File: src/design/sfp_pkg.sv
package sfp_pkg;

  // Frame bytes
  localparam logic [7:0] HDR_BYTE      = 8'hAA;
  localparam logic [7:0] TAIL_BYTE     = 8'hAB;
  localparam logic [7:0] CMD_MEASURE   = 8'hC0;
  localparam logic [7:0] CMD_REPLY     = 8'hC5;

  // Reply sub-types carried in data byte 0
  localparam logic [7:0] REPLY_REPORT  = 8'h02;
  localparam logic [7:0] REPLY_SLEEP   = 8'h06;

  // Byte positions inside a frame (0 = hunting for header)
  localparam logic [3:0] POS_HUNT      = 4'd0;
  localparam logic [3:0] POS_CMD       = 4'd1;
  localparam logic [3:0] POS_DATA_FIRST = 4'd2;
  localparam logic [3:0] POS_DATA_KEEP = 4'd5;  // last data byte kept in the record
  localparam logic [3:0] POS_DATA_LAST = 4'd7;
  localparam logic [3:0] POS_SUM       = 4'd8;
  localparam logic [3:0] POS_TAIL      = 4'd9;

  // Decoupling queue depth between assembler and decoder
  localparam int QUEUE_DEPTH = 2;

  // Data bytes carried from the assembler to the decoder
  localparam int KEPT_BYTES = 4;

  typedef enum logic [1:0] {
    STAT_OK       = 2'd0,
    STAT_CHECKSUM = 2'd1,
    STAT_UNKNOWN  = 2'd2
  } status_t;

  typedef enum logic [1:0] {
    KIND_MEASURE = 2'd0,
    KIND_REPORT  = 2'd1,
    KIND_SLEEP   = 2'd2,
    KIND_OTHER   = 2'd3
  } kind_t;

  typedef enum logic [1:0] {
    CLS_MEASURE = 2'd0,
    CLS_REPLY   = 2'd1,
    CLS_UNKNOWN = 2'd2
  } cmd_class_t;

  // One completed frame with a good tail
  typedef struct packed {
    logic                          sum_bad;
    cmd_class_t                    cls;
    logic [KEPT_BYTES-1:0][7:0]    data;
  } frame_rec_t;

endpackage

File: src/design/sfp_ifs.sv
interface sfp_rx_if;
  logic       valid;
  logic       ready;
  logic [7:0] rx_byte;

  modport source (output valid, output rx_byte, input ready);
  modport sink   (input valid, input rx_byte, output ready);
endinterface

interface sfp_res_if;
  logic        valid;
  logic        ready;
  logic [1:0]  frame_status;
  logic [1:0]  msg_kind;
  logic [15:0] pm25_reading;
  logic [15:0] pm10_reading;
  logic [7:0]  reply_value;
  logic        reply_is_set;
  logic        answer_seen;

  modport source (output valid, output frame_status, output msg_kind, output pm25_reading,
                  output pm10_reading, output reply_value, output reply_is_set,
                  output answer_seen, input ready);
  modport sink   (input valid, input frame_status, input msg_kind, input pm25_reading,
                  input pm10_reading, input reply_value, input reply_is_set,
                  input answer_seen, output ready);
endinterface

File: src/design/sfp_front.sv
module sfp_front (
  input  logic                  clk,
  input  logic                  rst,
  sfp_rx_if.sink                rx,
  input  logic                  q_full,
  output logic                  q_push,
  output sfp_pkg::frame_rec_t   q_data
);

  logic [3:0]                                pos;
  logic [7:0]                                sum;
  logic                                      sum_bad;
  sfp_pkg::cmd_class_t                       cls;
  logic [sfp_pkg::KEPT_BYTES-1:0][7:0]       data;

  logic       accept;
  logic [3:0] data_off;
  logic [1:0] data_idx;

  // Only the tail beat needs queue room
  assign rx.ready = !((pos == sfp_pkg::POS_TAIL) && q_full);
  assign accept   = rx.valid && rx.ready;

  assign data_off = pos - sfp_pkg::POS_DATA_FIRST;
  assign data_idx = data_off[1:0];

  // Good tail: hand the frame to the decoder
  assign q_push       = accept && (pos == sfp_pkg::POS_TAIL) && (rx.rx_byte == sfp_pkg::TAIL_BYTE);
  assign q_data.sum_bad = sum_bad;
  assign q_data.cls     = cls;
  assign q_data.data    = data;

  // Position counter and checksum tracking
  always_ff @(posedge clk) begin
    if (rst) begin
      pos     <= sfp_pkg::POS_HUNT;
      sum     <= 8'd0;
      sum_bad <= 1'b0;
    end else if (accept) begin
      priority if (pos == sfp_pkg::POS_CMD) begin
        pos <= pos + 4'd1;
      end else if (pos >= sfp_pkg::POS_DATA_FIRST && pos <= sfp_pkg::POS_DATA_LAST) begin
        sum <= sum + rx.rx_byte;
        pos <= pos + 4'd1;
      end else if (pos == sfp_pkg::POS_SUM) begin
        sum_bad <= (rx.rx_byte != sum);
        pos     <= sfp_pkg::POS_TAIL;
      end else if (pos == sfp_pkg::POS_TAIL) begin
        pos <= sfp_pkg::POS_HUNT;
      end else begin
        // hunting (and any stray position)
        if (rx.rx_byte == sfp_pkg::HDR_BYTE) begin
          pos     <= sfp_pkg::POS_CMD;
          sum     <= 8'd0;
          sum_bad <= 1'b0;
        end else begin
          pos <= sfp_pkg::POS_HUNT;
        end
      end
    end
  end

  // Frame contents: command class and the data bytes the decoder needs
  always_ff @(posedge clk) begin
    if (accept && pos == sfp_pkg::POS_CMD) begin
      priority if (rx.rx_byte == sfp_pkg::CMD_MEASURE) cls <= sfp_pkg::CLS_MEASURE;
      else if (rx.rx_byte == sfp_pkg::CMD_REPLY)       cls <= sfp_pkg::CLS_REPLY;
      else                                             cls <= sfp_pkg::CLS_UNKNOWN;
    end
    if (accept && pos >= sfp_pkg::POS_DATA_FIRST && pos <= sfp_pkg::POS_DATA_KEEP) begin
      data[data_idx] <= rx.rx_byte;
    end
  end

  a_pos_range: assert property (@(posedge clk) disable iff (rst)
    pos <= sfp_pkg::POS_TAIL)
    else $error("frame position out of range");

  a_push_rehunt: assert property (@(posedge clk) disable iff (rst)
    q_push |=> pos == sfp_pkg::POS_HUNT)
    else $error("parser did not return to hunting after a frame");

  a_push_slot: assert property (@(posedge clk) disable iff (rst)
    q_push |-> !q_full)
    else $error("frame pushed into a full queue");

endmodule

File: src/design/sfp_fifo.sv
module sfp_fifo #(
  parameter int DEPTH = sfp_pkg::QUEUE_DEPTH
) (
  input  logic                 clk,
  input  logic                 rst,
  input  logic                 push,
  input  sfp_pkg::frame_rec_t  wr_data,
  output logic                 full,
  input  logic                 pop,
  output logic                 rd_valid,
  output sfp_pkg::frame_rec_t  rd_data
);

  localparam int PTR_W = (DEPTH > 1) ? $clog2(DEPTH) : 1;
  localparam int CNT_W = $clog2(DEPTH + 1);

  sfp_pkg::frame_rec_t entries [DEPTH];
  logic [PTR_W-1:0]    wr_ptr;
  logic [PTR_W-1:0]    rd_ptr;
  logic [CNT_W-1:0]    count;

  logic do_push;
  logic do_pop;

  assign full     = (count == CNT_W'(DEPTH));
  assign rd_valid = (count != '0);
  assign rd_data  = entries[rd_ptr];
  assign do_push  = push && !full;
  assign do_pop   = pop && rd_valid;

  // Storage
  always_ff @(posedge clk) begin
    if (do_push) entries[wr_ptr] <= wr_data;
  end

  // Pointers and fill count
  always_ff @(posedge clk) begin
    if (rst) begin
      wr_ptr <= '0;
      rd_ptr <= '0;
      count  <= '0;
    end else begin
      if (do_push) wr_ptr <= (wr_ptr == PTR_W'(DEPTH - 1)) ? '0 : wr_ptr + 1'b1;
      if (do_pop)  rd_ptr <= (rd_ptr == PTR_W'(DEPTH - 1)) ? '0 : rd_ptr + 1'b1;
      unique case ({do_push, do_pop})
        2'b10:   count <= count + 1'b1;
        2'b01:   count <= count - 1'b1;
        default: count <= count;
      endcase
    end
  end

  a_count_max: assert property (@(posedge clk) disable iff (rst)
    count <= CNT_W'(DEPTH))
    else $error("queue count above depth");

  a_no_pop_empty: assert property (@(posedge clk) disable iff (rst)
    pop |-> rd_valid)
    else $error("pop from empty queue");

  a_count_track: assert property (@(posedge clk) disable iff (rst)
    (do_push && !do_pop) |=> count == $past(count) + 1'b1)
    else $error("queue count missed a push");

endmodule

File: src/design/sfp_back.sv
module sfp_back (
  input  logic                 clk,
  input  logic                 rst,
  input  logic                 q_valid,
  input  sfp_pkg::frame_rec_t  q_data,
  output logic                 q_pop,
  sfp_res_if.source            res
);

  logic [7:0] query_mode;

  sfp_pkg::status_t status_c;
  sfp_pkg::kind_t   kind_c;
  logic [15:0]      pm25_c;
  logic [15:0]      pm10_c;
  logic [7:0]       value_c;
  logic             set_c;
  logic             answer_c;
  logic             report_c;

  // Output register frees when empty or being taken
  assign q_pop = q_valid && (!res.valid || res.ready);

  // Decode one frame record
  always_comb begin
    status_c = sfp_pkg::STAT_OK;
    kind_c   = sfp_pkg::KIND_MEASURE;
    pm25_c   = 16'd0;
    pm10_c   = 16'd0;
    value_c  = 8'd0;
    set_c    = 1'b0;
    answer_c = 1'b0;
    report_c = 1'b0;
    if (q_data.sum_bad) begin
      status_c = sfp_pkg::STAT_CHECKSUM;
    end else begin
      unique case (q_data.cls)
        sfp_pkg::CLS_MEASURE: begin
          pm25_c   = {q_data.data[1], q_data.data[0]};
          pm10_c   = {q_data.data[3], q_data.data[2]};
          answer_c = (query_mode != 8'd0);
        end
        sfp_pkg::CLS_REPLY: begin
          priority if (q_data.data[0] == sfp_pkg::REPLY_REPORT) begin
            kind_c   = sfp_pkg::KIND_REPORT;
            report_c = 1'b1;
          end else if (q_data.data[0] == sfp_pkg::REPLY_SLEEP) begin
            kind_c = sfp_pkg::KIND_SLEEP;
          end else begin
            kind_c = sfp_pkg::KIND_OTHER;
          end
          value_c  = q_data.data[2];
          set_c    = (q_data.data[1] != 8'd0);
          answer_c = set_c;
        end
        default: begin
          status_c = sfp_pkg::STAT_UNKNOWN;
        end
      endcase
    end
  end

  // Result valid and stored query mode
  always_ff @(posedge clk) begin
    if (rst) begin
      res.valid  <= 1'b0;
      query_mode <= 8'd0;
    end else begin
      if (q_pop)          res.valid <= 1'b1;
      else if (res.ready) res.valid <= 1'b0;
      if (q_pop && report_c) query_mode <= q_data.data[2];
    end
  end

  // Result payload
  always_ff @(posedge clk) begin
    if (q_pop) begin
      res.frame_status <= status_c;
      res.msg_kind     <= kind_c;
      res.pm25_reading <= pm25_c;
      res.pm10_reading <= pm10_c;
      res.reply_value  <= value_c;
      res.reply_is_set <= set_c;
      res.answer_seen  <= answer_c;
    end
  end

  a_error_zero: assert property (@(posedge clk) disable iff (rst)
    (res.valid && res.frame_status != sfp_pkg::STAT_OK) |->
      (res.pm25_reading == 16'd0 && res.pm10_reading == 16'd0 && res.reply_value == 8'd0 &&
       res.reply_is_set == 1'b0 && res.answer_seen == 1'b0))
    else $error("error result carries data");

  a_mode_on_pop: assert property (@(posedge clk) disable iff (rst)
    !$stable(query_mode) |-> $past(q_pop))
    else $error("query mode changed without a frame");

  a_status_code: assert property (@(posedge clk) disable iff (rst)
    res.valid |-> res.frame_status != 2'd3)
    else $error("illegal frame status");

endmodule

File: src/design/sensor_frame_parser.sv
// Channel   Dir  Payload                                         Handshake
// rx        in   rx_byte[7:0]                                    valid/ready
// res       out  frame_status, msg_kind, pm25_reading,           valid/ready
//                pm10_reading, reply_value, reply_is_set,
//                answer_seen
//
// One byte per cycle is taken while the assembler is not stalled; a frame's result is
// written into the frame queue on its tail beat, then into the output register.
// The assembler stalls only on a tail beat while the frame queue is full.
// The queue (QUEUE_DEPTH frames) plus the output register absorb result back-pressure.
// rst is synchronous: parser returns to hunting, queue empties, query mode clears.
module sensor_frame_parser #(
  parameter int QUEUE_DEPTH = sfp_pkg::QUEUE_DEPTH
) (
  input  logic        clk,
  input  logic        rst,
  sfp_rx_if.sink      rx,
  sfp_res_if.source   res
);

  logic                q_push;
  logic                q_full;
  logic                q_pop;
  logic                q_valid;
  sfp_pkg::frame_rec_t q_wr;
  sfp_pkg::frame_rec_t q_rd;

  // Byte hunting and frame assembly
  sfp_front u_front (
    .clk    (clk),
    .rst    (rst),
    .rx     (rx),
    .q_full (q_full),
    .q_push (q_push),
    .q_data (q_wr)
  );

  // Frame queue
  sfp_fifo #(
    .DEPTH (QUEUE_DEPTH)
  ) u_fifo (
    .clk      (clk),
    .rst      (rst),
    .push     (q_push),
    .wr_data  (q_wr),
    .full     (q_full),
    .pop      (q_pop),
    .rd_valid (q_valid),
    .rd_data  (q_rd)
  );

  // Frame decode and result register
  sfp_back u_back (
    .clk     (clk),
    .rst     (rst),
    .q_valid (q_valid),
    .q_data  (q_rd),
    .q_pop   (q_pop),
    .res     (res)
  );

endmodule

File: src/flat_wrapper.sv
// flat-port wrapper written by rule: the top's interface ports become plain ports
module sensor_frame_parser_flat 
#(
  parameter int QUEUE_DEPTH = sfp_pkg::QUEUE_DEPTH
)
  (clk, rst, rx_valid, rx_rx_byte, rx_ready, res_valid, res_frame_status, res_msg_kind, res_pm25_reading, res_pm10_reading, res_reply_value, res_reply_is_set, res_answer_seen, res_ready);
  sfp_rx_if rx_i ();
  sfp_res_if res_i ();
  input  logic clk;
  input  logic rst;
  input wire logic [$bits(rx_i.valid)-1:0] rx_valid;
  input wire logic [$bits(rx_i.rx_byte)-1:0] rx_rx_byte;
  output wire logic [$bits(rx_i.ready)-1:0] rx_ready;
  output wire logic [$bits(res_i.valid)-1:0] res_valid;
  output wire logic [$bits(res_i.frame_status)-1:0] res_frame_status;
  output wire logic [$bits(res_i.msg_kind)-1:0] res_msg_kind;
  output wire logic [$bits(res_i.pm25_reading)-1:0] res_pm25_reading;
  output wire logic [$bits(res_i.pm10_reading)-1:0] res_pm10_reading;
  output wire logic [$bits(res_i.reply_value)-1:0] res_reply_value;
  output wire logic [$bits(res_i.reply_is_set)-1:0] res_reply_is_set;
  output wire logic [$bits(res_i.answer_seen)-1:0] res_answer_seen;
  input wire logic [$bits(res_i.ready)-1:0] res_ready;
  assign rx_i.valid = rx_valid;
  assign rx_i.rx_byte = rx_rx_byte;
  assign rx_ready = rx_i.ready;
  assign res_valid = res_i.valid;
  assign res_frame_status = res_i.frame_status;
  assign res_msg_kind = res_i.msg_kind;
  assign res_pm25_reading = res_i.pm25_reading;
  assign res_pm10_reading = res_i.pm10_reading;
  assign res_reply_value = res_i.reply_value;
  assign res_reply_is_set = res_i.reply_is_set;
  assign res_answer_seen = res_i.answer_seen;
  assign res_i.ready = res_ready;
  sensor_frame_parser #(.QUEUE_DEPTH(QUEUE_DEPTH)) u_core (.clk(clk), .rst(rst), .rx(rx_i), .res(res_i));
endmodule
File: config.mk
export PLATFORM = sky130hd
export DESIGN_NAME = sensor_frame_parser_flat
export DESIGN_NICKNAME = d
export VERILOG_FILES = /design/src/design/sfp_pkg.sv /design/src/design/sfp_ifs.sv /design/src/design/sfp_front.sv /design/src/design/sfp_fifo.sv /design/src/design/sfp_back.sv /design/src/design/sensor_frame_parser.sv /design/src/flat_wrapper.sv
export SDC_FILE = /design/constraint.sdc
export NUM_CORES = 1
export LEC_CHECK = 0
export BUFFER_PORTS_ARGS = -buffer_cell sky130_fd_sc_hd__buf_4
export CORE_MARGIN = 10
export CORE_UTILIZATION = 60
export CTS_BUF_LIST = sky130_fd_sc_hd__clkbuf_4 sky130_fd_sc_hd__clkbuf_8
export CTS_CLUSTER_DIAMETER = 120
export CTS_CLUSTER_SIZE = 25
export DETAILED_ROUTE_END_ITERATION = 8
export GPL_ROUTABILITY_DRIVEN = 1
export PLACE_DENSITY = 0.91
export REMOVE_ABC_BUFFERS = 1
export SETUP_SLACK_MARGIN = 0.3
export SYNTH_ARGS = -nofsm -noshare
export SYNTH_HDL_FRONTEND = slang
export SYNTH_SLANG_ARGS = --single-unit
File: constraint.sdc
create_clock -name clk -period 9.84 [get_ports clk]
set_clock_uncertainty 0.15 [all_clocks]
set_input_delay 1.968 -clock clk [delete_from_list [all_inputs] [get_ports clk]]
set_output_delay 1.968 -clock clk [all_outputs]
set_load 0.01 [all_outputs]
## Word level (Yosys, flattened, before mapping)

Memory sizes are Yosys's and may differ from the RTL's. A register that Yosys moved wholly into a read port is not among the register bits.
Index checks and enable logic that the tools add are counted.

| operators by class | value |
|---|---|
| add/sub/neg operators | 7 |
| order comparisons | 5 |
| eq/ne operators | 17 |
| mux-type cells | 32 |
| bitwise operators | 4 |
| reductions and logical operators | 31 |

Operators with widths:

| operator | number |
|---|---|
| 2-to-1 mux 8 bit | 5 |
| bitwise mux 32 bit | 1 |
| equality test 8 bit, second input constant | 4 |
| 2-to-1 mux 1 bit | 18 |
| demux 8 bit (select 2 bit) | 1 |
| nonzero test 8 bit | 2 |
| logical AND 1 bit | 13 |
| 2-to-1 mux 4 bit | 3 |
| AND reduction 5 bit | 2 |
| nonzero test 2 bit | 5 |
| adder 8 bit | 1 |
| equality test 4 bit, second input constant | 2 |
| equality test 8 x 2 -> 1 bit, second input constant | 1 |
| equality test 8 x 3 -> 1 bit, second input constant | 1 |
| less-or-equal comparator 4 x 3 -> 1 bit, second input constant | 2 |
| inequality test 8 bit | 1 |
| OR reduction 2 bit | 3 |
| adder 4 x 1 -> 4 bit, second input constant | 1 |
| equality test 2 x 1 -> 1 bit, second input constant | 2 |
| equality test 2 bit, second input constant | 2 |
| equality test 4 x 1 -> 1 bit, second input constant | 1 |
| >= comparator 4 x 2 -> 1 bit, second input constant | 1 |
| 2-to-1 mux 2 bit | 2 |
| inequality test 2 x 1 -> 1 bit, second input constant | 2 |
| 14 further kinds | 20 |

| storage, ports and cells | value |
|---|---|
| register bits | 106 |
| memory bits (writable) | 70 |
| bits of input ports | 12 |
| memories | 1 |

Memories:

| name | words | width | read ports | clocked after memory_dff | wr ports | RTL line | RTL |
|---|---|---|---|---|---|---|---|
| u_core.u_fifo.entries | 2 | 35 | 1 | 1 | 1 | sfp_fifo.sv:17 | `sfp_pkg::frame_rec_t entries [DEPTH];` |

## Depth between registers and ports, before layout

| logic depth | value |
|---|---|
| depth in word-level cells | 9 |
| depth in mapped cells | 10 |
| mapped depth without buffers | 9 |

## Modules after synthesis

From an unflattened synthesis, not the netlist that was laid out.

| unflattened totals | value |
|---|---|
| cell total of the unflattened synthesis | 450 |
| area total of the unflattened synthesis | 7066.8 sq um |

By module, submodules not included:

| module | times used | cells each | area an instance (sq um) |
|---|---|---|---|
| sfp_fifo | 1 | 135 | 2742.6 |
| sfp_back | 1 | 149 | 2188.3 |
| sfp_front | 1 | 166 | 2135.8 |

## Least setup slack after synthesis

No wires, ideal clock.

| timing path | value |
|---|---|
| kind | in2reg |
| start | input rx_rx_byte[4] |
| end | memory u_core.u_fifo.entries[0][0] in the netlist's numbering, enable pin |
| arrival time | 4337 ps |
| setup slack | 4926 ps |
| cell stages on the path | 4 |
| path through | or3b_1 > or3_1 > clkbuf_1 > nor2_1 |

| between the ends | value |
|---|---|
| longest elaborated chain between the ends | 5 |

Ends and longest elaborated chain:

| element | RTL line | RTL |
|---|---|---|
| start, declared | flat_wrapper.sv:12 | `input wire logic [$bits(rx_i.rx_byte)-1:0] rx_rx_byte;` |
| equality test 8 bit | sfp_front.sv:28 | `assign q_push = accept && (pos == sfp_pkg::POS_TAIL) && (rx.rx_byte == sfp_pkg::TAIL_BYTE);` |
| logical AND 1 bit | sfp_front.sv:28 |  |
| logical AND 1 bit | sfp_fifo.sv:28 | `assign do_push = push && !full;` |
| 2-to-1 mux 1 bit | sfp_fifo.sv:33 | `if (do_push) entries[wr_ptr] <= wr_data;` |
| 2-to-1 mux 1 bit (implied by the code) | sfp_fifo.sv:33 |  |
| end, declared | sfp_fifo.sv:17 |  |

Every way passes these cells.

## Final worst setup path

| timing path | value |
|---|---|
| start | register u_core.u_front.pos[1] |
| end | output rx_ready |

| between the ends | value |
|---|---|
| longest elaborated chain between the ends | 3 |

Ends and longest elaborated chain:

| element | RTL line | RTL |
|---|---|---|
| start, declared | sfp_front.sv:10 | `logic [3:0] pos;` |
| start signal, assigned | sfp_front.sv:36 | `pos <= sfp_pkg::POS_HUNT;` |
| start signal, assigned | sfp_front.sv:41 | `pos <= pos + 4'd1;` |
| start signal, assigned | sfp_front.sv:44 | `pos <= pos + 4'd1;` |
| equality test 4 bit | sfp_front.sv:21 | `assign rx.ready = !((pos == sfp_pkg::POS_TAIL) && q_full);` |
| logical AND 1 bit | sfp_front.sv:21 |  |
| zero test 1 bit | sfp_front.sv:21 |  |
| end, declared | flat_wrapper.sv:13 | `output wire logic [$bits(rx_i.ready)-1:0] rx_ready;` |

Every way passes these cells.

==> results.json <==
{
  "diodes": 0,
  "cp_cell_sequence": "inv_1 > ha_1 > and3b_1 > nand2_1 > buf_4",
  "crit_buf_inv": 2,
  "cp_top_family": "flip-flops",
  "final_common_cell": "edfxtp_1",
  "p_int_mw": 1.01,
  "io_buffers": 59,
  "cts_resized": 0,
  "slew_violations": 0,
  "nets": 544,
  "finalWorstSetupSlack_ns": 5.96,
  "cp_max_fo": 6,
  "post-place-ws_ns": 5.57,
  "grt-ovfl-total": 0,
  "viasPerCell": 5.69,
  "wl_met1_um": 4990,
  "drive_gt1_share_pct": 20.0,
  "die_area_um2": 16100,
  "dieHeight_um": 127,
  "yosysSeqAreaShare_pct": 73.4,
  "hp-class": "reg2reg",
  "ys_warn_count": 0,
  "worstSetupEndpoint": "rx_ready",
  "wire_per_inst_um": 18.2,
  "endpoint_kind": "output port",
  "htreeDepth": 4,
  "core_um2": 11300,
  "grt_max_degree": 49,
  "grt_pass1_wl_um": 19600,
  "finalCritPeriodShare_pct": 39.4,
  "ys_async_sr_fraction_pct": 0,
  "multiInputGateArea_um2": 1700,
  "drt_wl_total_um": 12300,
  "cts.sinks": 177,
  "tightest_slew_ns": 1.11,
  "timing.rr.end": "u_core.u_back.query_mode[7]",
  "setup.reg_to_reg.worst_slack_ns": 6.69,
  "syn_area_per_cell_um2": 15.2,
  "dr_wl_met2_um": 6260,
  "vias": 3834,
  "synth-main-ff-cell": "edfxtp_1",
  "max_freq_mhz": 258,
  "power.share.switching_pct": 20.7,
  "synth_seq_cells": 177,
  "ant_nets": 0,
  "cts_buffers": 17,
  "netlist_area_um2": 6870,
  "fp-row-count": 39,
  "hold_start": "u_core.u_front.q_data[2]",
  "cts_root_buf": "clkbuf_8",
  "p_comb_share_pct": 2.0,
  "synthToLayoutAreaGrowth_pct": 13.3,
  "slew_headroom_pct": 25.9,
  "dieWidth_um": 127,
  "p_clk_share_pct": 34.6,
  "final-seq-area_um2": 5050,
  "outcome": "finished clean",
  "ys_types": 54,
  "synth_cells": 453,
  "final_cell_mix": "edfxtp_1 (150), nor2_1 (75), buf_4 (62), mux2i_1 (33), dfxtp_1 (26)",
  "vdd.ir_drop.worst_mv": 0.105,
  "cp-startpoint": "u_core.u_front.pos[1]",
  "setup_viol": 0,
  "tritoncts": "yes",
  "rsz0062_at_grt": "false",
  "clk_latency_ns": 0.45,
  "post_cts_hold_buffer_count": 0,
  "critPathSlowestCell": "dfxtp_1",
  "power_frac_seq_pct": 63.4,
  "dr.pass1.iters": 5,
  "fin_crit_ns": 3.88,
  "path_clk_slew_ns": 0.09,
  "ios": 60,
  "synth_edf_count": 150,
  "cp.arrival_ns": 1.76,
  "critPathKind": "reg2out",
  "cp.depth": 5,
  "cp-start-kind": "flip-flop",
  "initial_core_util_pct": 60.7,
  "grt_pass1_vias": 3900,
  "top_layer_used": "met4",
  "clockBufferDepth": 2,
  "grt_usage_pct": 15.5,
  "maxCapViolCount": 0,
  "p_leak_nw": 2.65,
  "antenna_found_initial": 0,
  "cts_setup_buffers": 0,
  "max_stage_delay_ns": 0.45,
  "drtIter0Drc": 257,
  "met3WireLength_um": 718,
  "drc": 0,
  "worst_ep_required_time_ns": 7.72,
  "finalHoldViolCount": 0,
  "p_per_area_nw_per_um2": 163,
  "fill_cells": 729,
  "hpwl_um": 8520,
  "r2r_cells": 6,
  "gp_congestion": 0.886,
  "fin_setup_tns_ns": 0,
  "power.switching_uw": 263
}
[kinds of logic (layout without fill, tap and decap cells)]
kind of cell,count (synthesis),count (layout),synth area share [%]
compound gates,57,57,5.96
buf+inv,26,104,1.91
xor+xnor,9,9,1.15
mux,36,36,5.30
fa+ha+maj,14,14,2.66
simple gates,134,134,9.60
flops,177,177,73.4
[synth_stat cells (all sizes together), types with 10 or more instances]
master / count / area share, %
a21oi: 16 / 1.2
dfxtp: 27 / 7.9
inv: 10 / 0.55
a211oi: 12 / 1.5
nor2: 77 / 4.2
mux2i: 33 / 4.8
edfxtp: 150 / 66
nand2: 12 / 0.66
ha: 13 / 2.4
nor4: 10 / 1.0
clkbuf: 10 / 0.55
[metal layers]
layer	global-route usage (%)	vias to the layer above
met5	0	-
met4	7.30	0
met3	5.09	24
met2	25.4	122
met1	18.2	1858
li1	-	1830
[per-stage QoR]
stage          instances  hold slack (ns)  area (µm²)  power (mW)  util [%]
2_1_floorplan        437            0.271        6780       0.834         -
3_3_place_gp         642            0.275        7430       0.847      65.6
3_5_place_dp         642            0.283        7430       0.848      65.6
4_1_cts              674            0.302        7780        1.28      68.8
5_1_grt              674            0.313        7780        1.31      68.8
6_report             674            0.303        7780        1.27      68.8
[worst min path at each step]
stage	cells after the start	slack (ns)	to
3_3_place_gp	0	0.28	u_core.u_fifo.entries[1][8]
3_5_place_dp	0	0.28	u_core.u_fifo.entries[1][0]
2_1_floorplan	0	0.27	u_core.u_fifo.entries[0][0]
4_1_cts	0	0.30	u_core.u_fifo.entries[1][0]
5_1_grt	0	0.31	u_core.u_fifo.entries[0][21]
6_report	0	0.30	u_core.u_fifo.entries[1][2]
[registers in the layout (all words and copies together), names as in the netlist, 2 cells and up, named ones only]
signal and count:
u_core.u_fifo.entries 70, u_core.u_front.q_data 32, u_core.u_back.res.pm10_reading 16, u_core.u_back.res.pm25_reading 16, u_core.u_back.query_mode 8, u_core.u_back.res.reply_value 8, u_core.u_front.sum 8, u_core.u_front.pos 4
u_core.u_back.res.frame_status 2, u_core.u_back.res.msg_kind 2, u_core.u_fifo.count 2, u_core.u_front.cls 2
[final cells by class]
class                   count  share of cell area (%)
flip-flops and latches    177                    64.8
multi-input cells         250                    21.8
repair buffers             62                    5.98
clock buffers              21                    3.55
well taps                 143                    2.30
clock inverters            11                    1.03
inverters                  10                   0.482
[power groups by stage]
stage	registers (mW)	logic, mW	clock network [mW]
6_report	0.805	0.0253	0.440
5_1_grt	0.805	0.0277	0.479
4_1_cts	0.805	0.0252	0.447
3_5_place_dp	0.822	0.0252	0
3_3_place_gp	0.822	0.0246	0
2_1_floorplan	0.822	0.0116	0
Power figures use the tool's default switching activity.
